File: config.mk
export PLATFORM = sky130hd
export DESIGN_NAME = bb3_out_fifo
export DESIGN_NICKNAME = d
export VERILOG_FILES = /design/src/sv/bb3_pkg.sv /design/src/sv/bb3_out_fifo.sv
export SDC_FILE = /design/constraint.sdc
export NUM_CORES = 1
export LEC_CHECK = 0
export BUFFER_PORTS_ARGS = -buffer_cell sky130_fd_sc_hd__buf_2
export CAP_MARGIN = 10
export CORE_ASPECT_RATIO = 0.9
export CORE_MARGIN = 2
export CORE_UTILIZATION = 58
export CTS_BUF_LIST = sky130_fd_sc_hd__clkbuf_16
export CTS_CLUSTER_SIZE = 28
export DETAILED_ROUTE_END_ITERATION = 10
export PLACE_DENSITY = 0.84
export SYNTH_ARGS = -nofsm -noshare
export SYNTH_HDL_FRONTEND = slang
export SYNTH_SLANG_ARGS = --single-unit
File: constraint.sdc
create_clock -name clk_i -period 4.16 [get_ports clk_i]
set_clock_uncertainty 0.15 [all_clocks]
set_input_delay 1.04 -clock clk_i [delete_from_list [all_inputs] [get_ports clk_i]]
set_output_delay 1.04 -clock clk_i [all_outputs]
set_load 0.01 [all_outputs]
File: src/sv/bb3_pkg.sv
package bb3_pkg;

  localparam int CFG_W     = 11;
  localparam int CFG_IDX_W = 2;

  typedef enum logic [CFG_IDX_W-1:0] {
    CFG_FRAME_WIDTH  = 2'd0,
    CFG_FRAME_HEIGHT = 2'd1
  } cfg_reg_e;

  localparam logic [CFG_W-1:0] FRAME_WIDTH_RST  = 11'd640;
  localparam logic [CFG_W-1:0] FRAME_HEIGHT_RST = 11'd480;

  typedef struct packed {
    logic [7:0] red;
    logic [7:0] green;
    logic [7:0] blue;
  } rgb_t;

  // one entry of the line store: the row two above and the row one above
  typedef struct packed {
    rgb_t upper;
    rgb_t middle;
  } line_pair_t;

  // neighbors that fall outside the frame
  typedef struct packed {
    logic left;
    logic right;
    logic top;
    logic bottom;
  } border_t;

  typedef struct packed {
    rgb_t color;
    logic frame_end;
  } result_t;

  localparam int OUT_DEPTH  = 4;
  localparam int OUT_PTR_W  = 2;
  localparam int OUT_CNT_W  = 3;

  localparam int SUM_W = 12;
  // floor(x / 9) == (x * 3641) >> 15 for every x below 32768
  localparam logic [11:0] RECIP9 = 12'd3641;

  function automatic logic [7:0] div9(input logic [SUM_W-1:0] x);
    logic [23:0] prod;
    prod = 24'(x) * 24'(RECIP9);
    return prod[22:15];
  endfunction

endpackage

File: src/sv/bb3_out_fifo.sv
module bb3_out_fifo (
  input  logic                           clk_i,
  input  logic                           rst_ni,
  input  logic                           push_i,
  input  bb3_pkg::result_t               push_data_i,
  input  logic                           out_stall_i,
  output logic                           out_valid_o,
  output bb3_pkg::result_t               out_data_o,
  output logic [bb3_pkg::OUT_CNT_W-1:0]  count_o
);

  bb3_pkg::result_t                   mem [bb3_pkg::OUT_DEPTH];
  logic [bb3_pkg::OUT_PTR_W-1:0]      wr_ptr_q;
  logic [bb3_pkg::OUT_PTR_W-1:0]      rd_ptr_q;
  logic [bb3_pkg::OUT_CNT_W-1:0]      count_q;
  logic                               pop;

  assign out_valid_o = (count_q != '0);
  assign pop         = out_valid_o && !out_stall_i;
  assign out_data_o  = mem[rd_ptr_q];
  assign count_o     = count_q;

  always_ff @(posedge clk_i) begin
    if (push_i) begin
      mem[wr_ptr_q] <= push_data_i;
    end
  end

  always_ff @(posedge clk_i or negedge rst_ni) begin
    if (!rst_ni) begin
      wr_ptr_q <= '0;
      rd_ptr_q <= '0;
      count_q  <= '0;
    end else begin
      if (push_i) begin
        wr_ptr_q <= wr_ptr_q + bb3_pkg::OUT_PTR_W'(1);
      end
      if (pop) begin
        rd_ptr_q <= rd_ptr_q + bb3_pkg::OUT_PTR_W'(1);
      end
      case ({push_i, pop})
        2'b10:   count_q <= count_q + bb3_pkg::OUT_CNT_W'(1);
        2'b01:   count_q <= count_q - bb3_pkg::OUT_CNT_W'(1);
        default: count_q <= count_q;
      endcase
    end
  end

endmodule

==> flow_summary.ini, run 1 <==
[floorplan]
fp-row-count = 28
die_h_um = 83.4
start_util_pct = 60.7
die_w_um = 92.2
dieArea_um2 = 7680
core_um2 = 6690
boundaryPins = 58

[final_layout]
fin_nets = 270
diodes = 0
seqCellArea_um2 = 3180
multi_input_area_um2 = 788
area_growth_pct = 16.1
drive_above_1_share_pct = 39.2
fillers = 443

[power_and_ir_drop]
power_frac_seq_pct = 48.8
power_frac_clock_pct = 24.9
internal_power_mw = 2.31
ir_worst_vdd_uv = 425
p_sw_mw = 0.915
power_frac_comb_pct = 26.3
leakage_nw = 1.70
total_power_mw = 3.23
swShare_pct = 28.4
power_density_nw_per_um2 = 685

[timing]
slew_viol_final = 0
finalSetupViolCount = 0
tns_ns = 0
finalCritPeriodShare_pct = 78.6
rsz0062_at_grt = no
finalCriticalPeriod_ns = 3.27
hold_viol = 0
fmax_ghz = 0.306
slew_headroom_pct = 44.9
worstMarginPinSlew_ns = 0.827

[grt]
grt_max_degree = 28
gr-usage-all-layers_pct = 18.5
grt_pass1_wl_um = 10100
grt_antenna_before_repair = 0
overflow = 0
grt_pass1_vias = 1912

[cts]
h-tree-depth = 3
cts_tree = built
cts-root-buf = clkbuf_16
path_clk_slew_ns = 0.07
hold_buffers = 0
clock_latency_ns = 0.34
cts_sinks = 107
post-cts-setup-buffer-count = 0
cts.path.max_buffers = 2
cts-buffers-inserted = 9
cts_resized = 0

[detailed_routing]
wl_per_cell_um = 19.7
wl_um = 6500
dr.pass1.iters = 4
drtIter0Drc = 108
vias_per_cell = 5.52
drc = 0
vias = 1822
postRouteAntennaNets = 0

[placement]
dp_hpwl_um = 4170
gp_congestion = 0.695
io_buffers = 57

[synth]
ys_ff_latch = 107
synth_area_um2 = 4060
synth.yosys.seq_area_share_pct = 78.3
syn_inst = 168
yosys_warnings = 0
synthTopCellsByArea = edfxtp_1 74%, mux4_2 10%, mux4_1 4.5%
syn_area_per_cell_um2 = 24.2
synth_ff_type = edfxtp_1
synth_edf_count = 100
ys_types = 19
yosysTopAreaCellShare_pct = 74.0
synth_area_leader_cell = edfxtp_1
synthesis.nets = 203
synthArstFlopShare_pct = 6.54

[critical_path]
cp-end-kind = output port
cp_max_fo = 27
crit_type = flop to output port
r2r_cells = 8
worst_ep_arrival_time_ns = 2.08
critical_path.max_stage_delay_ns = 0.91
cpMaxStageDelayCell = dfrtp_2
cp-start-kind = flop
cp.required_ns = 2.97
crit_chain = mux4_1 -> buf_2

[min_path]
worstHoldPathCells = 1
hold_path_class = flop to flop

[outcome]
outcome = finished clean

[run]
drv_cap = 0
-- layer usage --
layer	wire length [um]	up-vias	global-route usage, %
met2	3250	64	29.2
met1	2740	922	24.4
met4	139	0	8.68
met5	0	-	0
li1	-	825	-
met3	371	11	4.99
-- worst paths after layout --
path | start | end | slack [ns]
worst max register to register | count_o[0]$_DFFE_PN0P_ | count_o[2]$_DFFE_PN0P_ | 2.10
worst max-delay path | rd_ptr_q[0]$_DFFE_PN0P_ | out_data_o[4] | 0.89
max in group asynchronous | rst_ni | rd_ptr_q[0]$_DFFE_PN0P_ | 3.31
worst min register to register | count_o[2]$_DFFE_PN0P_ | count_o[2]$_DFFE_PN0P_ | 0.35
min in group asynchronous | rst_ni | wr_ptr_q[1]$_DFFE_PN0P_ | 0.37
worst min-delay path | count_o[2]$_DFFE_PN0P_ | count_o[2]$_DFFE_PN0P_ | 0.35
-- critical path: cells and delay by family (launching register included) --
kind / cells / cell delay (ns)
buffers and inverters: 1 / 0.16
flip-flops: 1 / 0.91
multiplexers: 1 / 0.66
-- stage by stage --
stage | instance area (um2) | utilization, % | instances | hold WS (ns) | worst slack (ns)
2_1_floorplan | 4060 | - | 168 | 0.344 | 1.76
3_3_place_gp | 4430 | 66.2 | 314 | 0.327 | 1.21
3_5_place_dp | 4430 | 66.2 | 314 | 0.329 | 1.21
4_1_cts | 4710 | 70.4 | 330 | 0.343 | 0.841
5_1_grt | 4710 | 70.4 | 330 | 0.373 | 0.772
6_report | 4710 | 70.4 | 330 | 0.346 | 0.892
-- registers in the layout, summed over array words and instances (netlist names) --
name      cells
rd_ptr_q      2
mem         100
wr_ptr_q      2
count_o       3
-- cell usage in the layout, fill, tap and decap left out --
cell type / instances
and2_1: 4
buf_2: 57
buf_4: 5
bufinv_16: 1
clkbuf_16: 9
clkinv_1: 3
clkinv_2: 2
clkinvlp_4: 1
dfrtp_1: 6
dfrtp_2: 1
edfxtp_1: 100
fa_1: 1
ha_1: 5
inv_1: 7
mux2i_1: 1
mux4_1: 7
mux4_2: 18
nand2_1: 1
nor2_1: 2
nor3_1: 1
nor3b_1: 1
o21ai_0: 1
xnor2_1: 1
xor2_1: 5
-- logic make-up after synthesis --
kind of cell	synth area share (%)
xor gates and xnor gates	1.29
AOI/OAI and AO/OA	0.123
muxes	14.8
and+or+nand+nor	1.20
buffers and inverters	2.28
adders and majority gates	2.03
DFF	78.3
-- power by group through the flow --
stage	clock, mW	combinational [mW]	sequential (mW)
after floorplan	0	0.685	1.49
after global placement	0	0.841	1.59
after detailed placement	0	0.863	1.60
after CTS	0.816	0.867	1.58
after global routing	0.855	0.922	1.60
final	0.802	0.850	1.57
-- cell usage after synthesis, drive strengths merged (2+ instances only) --
| cell type | number |
|---|---|
| edfxtp | 100 |
| xor2 | 5 |
| buf | 6 |
| mux4 | 25 |
| and2 | 4 |
| ha | 5 |
| nor2 | 2 |
| inv | 7 |
| dfrtp | 7 |
-- cell type report --
type,count,share of cell area (%)
clock inverters,7,1.25
clock buffers,9,4.78
well taps,90,2.39
multi-input cells,48,16.7
repair buffers,62,6.85
flip-flops and latches,107,67.5
inverters,7,0.557
No activity file was read; power rests on OpenSTA's default activity.
==> inputs of run 2 (changes only) <==
- ABC_AREA: default -> 1
- CORE_UTILIZATION: 58 -> 51
- PLACE_DENSITY: 0.84 -> 0.78
- clock period: 4.16 -> 2.85 ns (I/O delays scaled with it)
==> run 2 against run 1 <==
Against the previous run:
- flip-flop and latch count unchanged
- utilization shrank 10 points
- worst hold slack worse by 0.30 ns
- critical endpoint is now out_data_o[7]
- critical path type unchanged
- count of clock-buffer cells in the layout unchanged
==> flow_summary.ini, run 2 <==
[synth]
yosysTopAreaCellShare_pct = 67.8
synthTopCellsByArea = edfxtp_1 68%, o211ai_1 8.5%, nand2_1 7.7%
ys_types = 18
syn_inst = 348
syn_area_per_cell_um2 = 12.7
synth_common_cells = 100 x edfxtp_1, 91 x nand2_1, 65 x inv_1
synth_adder_area_share_pct = 1.86
synth_ff_type = edfxtp_1
yosysMostFrequentCell = edfxtp_1
synthesis.nets = 383
synthArstFlopShare_pct = 6.54
yosys.area_share.simple_pct = 8.39
yosys_warnings = 0
ys_ff_latch = 107
synth_area_um2 = 4430
synth-compound-area-share_pct = 8.70
synth.yosys.seq_area_share_pct = 71.7
synth_top_family_by_area = buffers and inverters
synth.area.mux_share_pct = 0
synth_area_leader_cell = edfxtp_1
synth_edf_count = 100
synth_xor_area_share_pct = 0.395

[final_layout]
stdcell_count = 532
fin_nets = 443
fillers = 663
largest_reg_flops = 100
diodes = 0
area_growth_pct = 15.1
final_cell_mix = 100 x edfxtp_1, 91 x nand2_1, 65 x inv_1
drive_above_1_share_pct = 20.1
final_common_cell = edfxtp_1
regMostFlops = mem

[placement]
io_buffers = 57
post-place-ws_ns = 0.663
dpl.cell_count = 516
dp_hpwl_um = 4780
gp_congestion = 0.718

[cts]
cts_resized = 0
hold_buffers = 0
cts-buffers-inserted = 9
path_clk_slew_ns = 0.07
cts_tree = built
cts.path.max_buffers = 2
post-cts-setup-buffer-count = 0
clock_latency_ns = 0.34
cts_sinks = 107
h-tree-depth = 3
cts-root-buf = clkbuf_16

[grt]
gr-usage-all-layers_pct = 17.2
grt_max_degree = 57
grt_antenna_before_repair = 0
grt_pass1_vias = 2504
grt_pass1_wl_um = 12200
overflow = 0

[critical_path]
cp_max_fo = 56
worst-path-buf-inv = 3
critPathCapture = out_data_o[7]
cp-start-kind = flop
r2r_cells = 11
crit_chain = inv_2 -> buf_4 -> nand2_1 -> o211ai_1 -> nand2_1 -> buf_2
path_depth = 6
r2r-start = count_o[0]$_DFFE_PN0P_
crit_type = flop to output port
cp_common_cell = nand2_1
critical_path.max_stage_delay_ns = 0.42
worst_ep_arrival_time_ns = 1.68
rrSetupSlack_ns = 0.89
cp-end-kind = output port
cp.required_ns = 1.99
cpMaxStageDelayCell = buf_4
critical_path.startpoint = rd_ptr_q[0]$_DFFE_PN0P_
crit_family = buffers and inverters
r2r_end = count_o[2]$_DFFE_PN0P_

[power_and_ir_drop]
power_frac_clock_pct = 24.1
total_power_mw = 5.13
p_sw_mw = 1.77
power_density_nw_per_um2 = 1000
ir_worst_vdd_uv = 518
leakage_nw = 2.16
power_frac_comb_pct = 33.8
power_frac_seq_pct = 42.1
swShare_pct = 34.5
internal_power_mw = 3.36

[run]
drv_cap = 0

[timing]
slew_viol_final = 0
finalCriticalPeriod_ns = 2.54
worstMarginPinSlew_ns = 0.539
fmax_ghz = 0.394
hold_viol = 0
slew_headroom_pct = 64.0
tns_ns = 0
rsz0062_at_grt = no
finalSetupViolCount = 0
postLayoutSetupSlackWorst_ns = 0.312
finalCritPeriodShare_pct = 89.1

[detailed_routing]
dr.pass1.iters = 4
postRouteAntennaNets = 0
drtIter0Drc = 131
wl_per_cell_um = 14.3
vias = 2622
vias_per_cell = 4.93
wl_um = 7590
drc = 0

[floorplan]
die_w_um = 102
core_um2 = 8490
start_util_pct = 52.2
die_h_um = 92.4
boundaryPins = 58
dieArea_um2 = 9450
fp-row-count = 32

[min_path]
hold_path_class = input port to async pin

[outcome]
outcome = finished clean
==> run 2: logic make-up (layout without fill, tap and decap cells) <==
| kind of cell | count (synthesis) | count (layout) |
|---|---|---|
| AND/OR/NAND/NOR | 97 | 97 |
| XOR/XNOR | 2 | 2 |
| AO/OA/AOI/OAI | 52 | 52 |
| flip-flops | 107 | 107 |
| buffers and inverters | 84 | 149 |
| adder cells (fa/ha/maj) | 6 | 6 |
==> run 2: how the worst min path moves through the flow <==
stage          slack, ns                       to                     from  cells past startpoint
2_1_floorplan       0.27   count_o[0]$_DFFE_PN0P_                   rst_ni                      0
3_3_place_gp        0.33   count_o[2]$_DFFE_PN0P_   count_o[2]$_DFFE_PN0P_                      2
3_5_place_dp        0.33  rd_ptr_q[0]$_DFFE_PN0P_  rd_ptr_q[0]$_DFFE_PN0P_                      2
4_1_cts             0.05   count_o[2]$_DFFE_PN0P_                   rst_ni                      1
5_1_grt             0.05   count_o[2]$_DFFE_PN0P_                   rst_ni                      1
6_report            0.05  wr_ptr_q[0]$_DFFE_PN0P_                   rst_ni                      1
==> run 2: layer usage <==
| layer | GRT usage [%] | part of all wire, % | up-vias |
|---|---|---|---|
| met5 | 0 | 0 | - |
| met4 | 5.33 | 1.1 | 0 |
| met2 | 28.9 | 50 | 63 |
| met3 | 4.83 | 5.2 | 7 |
| met1 | 21.6 | 44 | 1244 |
| li1 | - | - | 1308 |
==> run 2: stage by stage <==
| step | hold WS (ns) | util, % | area [um2] |
|---|---|---|---|
| 2_1_floorplan | 0.267 | - | 4430 |
| 3_3_place_gp | 0.325 | 56.6 | 4800 |
| 6_report | 0.0459 | 60.1 | 5100 |
| 3_5_place_dp | 0.331 | 56.6 | 4800 |
| 4_1_cts | 0.0486 | 60.1 | 5100 |
| 5_1_grt | 0.0453 | 60.1 | 5100 |
==> run 2: layout make-up <==
type	count	area, um2	area share, %
clock buffers	9	225	4.41
clock inverters	7	76.3	1.50
inverters	67	251	4.93
multi-input cells	157	857	16.8
flip-flops and latches	107	3180	62.3
well taps	119	149	2.92
repair buffers	66	365	7.16
==> run 2: worst reg2reg max path, delay by kind of cell, from the launching register on <==
kind	cells	cell delay, ns
flip-flops	1	0.39
AND/OR/NAND/NOR	6	0.56
adder cells (fa/ha/maj)	2	0.53
buffers and inverters	3	0.23
==> run 2: power by group through the flow <==
stage,clock [mW],sequential [mW],combinational (mW)
2_1_floorplan,0,2.18,1.26
3_3_place_gp,0,2.18,1.71
3_5_place_dp,0,2.20,1.77
4_1_cts,1.26,2.16,1.77
5_1_grt,1.31,2.18,1.97
6_report,1.24,2.16,1.73
==> inputs of run 3 (changes only) <==
--- a/constraint.sdc
+++ b/constraint.sdc
@@ -4,2 +4,2 @@
 set_output_delay 0.7125 -clock clk_i [all_outputs]
-set_load 0.01 [all_outputs]
+set_load 0.1 [all_outputs]
==> run 3 against run 2 <==
Against the previous run:
- non-clock buffer count grew 2
- sequential share of layout area about the same
- design area grew 0.15%
- routed wire length increased by 1.1%
- first-iteration DRC count decreased by 23%
- count of clock-buffer cells in the layout did not move
- critical endpoint is now out_data_o[21]
==> flow_summary.ini, run 3 (synthesis gave the netlist of run 2 again) <==
[outcome]
outcome = finished clean

[grt]
gr-usage-all-layers_pct = 17.7
grt_max_degree = 71
grt_antenna_before_repair = 0
overflow = 0
grt_pass1_wl_um = 12400
grt_pass1_vias = 2557

[critical_path]
cpMaxStageDelayCell = buf_2
cp.required_ns = 1.99
worst-path-buf-inv = 2
rrSetupSlack_ns = 0.92
path_depth = 4
cp-start-kind = flop
r2r-start = count_o[0]$_DFFE_PN0P_
critPathCapture = out_data_o[21]
cp_max_fo = 26
critical_path.startpoint = rd_ptr_q[1]$_DFFE_PN0P_
critical_path.max_stage_delay_ns = 0.43
worst_ep_arrival_time_ns = 1.87
r2r_cells = 11
cp-end-kind = output port
r2r_end = count_o[2]$_DFFE_PN0P_
crit_type = flop to output port
crit_chain = inv_2 -> o211ai_1 -> nand2_1 -> buf_2
crit_family = buffers and inverters

[final_layout]
drive_above_1_share_pct = 20.7
final_common_cell = edfxtp_1
area_growth_pct = 15.3
largest_reg_flops = 100
fillers = 681
fin_nets = 445
stdcell_count = 534
diodes = 0
final_cell_mix = 100 x edfxtp_1, 91 x nand2_1, 67 x inv_1
regMostFlops = mem

[cts]
cts_sinks = 107
cts-root-buf = clkbuf_16
h-tree-depth = 3
cts-buffers-inserted = 9
cts_tree = built
path_clk_slew_ns = 0.07
cts.path.max_buffers = 2
clock_latency_ns = 0.33
post-cts-setup-buffer-count = 0
hold_buffers = 0
cts_resized = 0

[floorplan]
core_um2 = 8490
fp-row-count = 32
start_util_pct = 52.2
boundaryPins = 58
die_h_um = 92.4
die_w_um = 102
dieArea_um2 = 9450

[timing]
worstMarginPinSlew_ns = 0.535
finalSetupViolCount = 0
slew_headroom_pct = 64.3
tns_ns = 0
hold_viol = 0
finalCriticalPeriod_ns = 2.73
whs_ns = 0.0520
finalCritPeriodShare_pct = 95.9
fmax_ghz = 0.366
slew_viol_final = 0
rsz0062_at_grt = no

[min_path]
hold_path_class = input port to async pin

[placement]
dp_hpwl_um = 4960
dpl.cell_count = 518
io_buffers = 57
gp_congestion = 0.745

[detailed_routing]
wl_um = 7670
vias_per_cell = 4.82
drc = 0
vias = 2573
dr.pass1.iters = 4
wl_per_cell_um = 14.4
postRouteAntennaNets = 0
drtIter0Drc = 101

[run]
drv_cap = 0
[run 3: cell types whose count changed in the layout (fill, tap and decap cells not counted), sizes merged]
cell,before,now
buf,66,68
clkinv,3,2
clkinvlp,1,2
[run 3: stage by stage]
step / cell area (um2) / setup WS (ns) / utilization [%]
4_1_cts: 5110 / 0.0947 / 60.2
6_report: 5110 / 0.117 / 60.2
3_3_place_gp: 4820 / 0.502 / 56.8
3_5_place_dp: 4820 / 0.466 / 56.8
2_1_floorplan: 4440 / 0.0172 / -
5_1_grt: 5110 / 0.000586 / 60.2
[run 3: worst min-delay path by stage]
stage / from / endpoint / slack (ns) / depth (start not counted)
2_1_floorplan: rst_ni / count_o[0]$_DFFE_PN0P_ / 0.27 / 0
3_3_place_gp: count_o[0]$_DFFE_PN0P_ / count_o[0]$_DFFE_PN0P_ / 0.32 / 1
3_5_place_dp: count_o[0]$_DFFE_PN0P_ / count_o[0]$_DFFE_PN0P_ / 0.32 / 1
4_1_cts: rst_ni / count_o[0]$_DFFE_PN0P_ / 0.06 / 1
5_1_grt: rst_ni / count_o[0]$_DFFE_PN0P_ / 0.06 / 1
6_report: rst_ni / count_o[0]$_DFFE_PN0P_ / 0.05 / 1
[run 3: final cells by class]
class                      instances  area [um2]  share of cell area (%)
clock buffer                       9         225                    4.41
clock inverter                     7        61.3                    1.20
inverter                          67         251                    4.92
multi-input combinational        157         862                    16.9
sequential                       107        3180                    62.2
tap                              119         149                    2.91
timing repair buffer              68         380                    7.44
[run 3: routing by layer]
metal  vias up  GRT usage (%)  part of all wire, %
met2        48           30.0                   51
li1       1311              -                    -
met3        16           3.17                  3.2
met1      1198           21.9                   44
met5         -              0                    0
met4         0           8.44                  2.3
Power of run 3 is left out: the tool's default activity adds up to more than one toggle a clock period on the data nets, which glitch-free logic cannot reach.
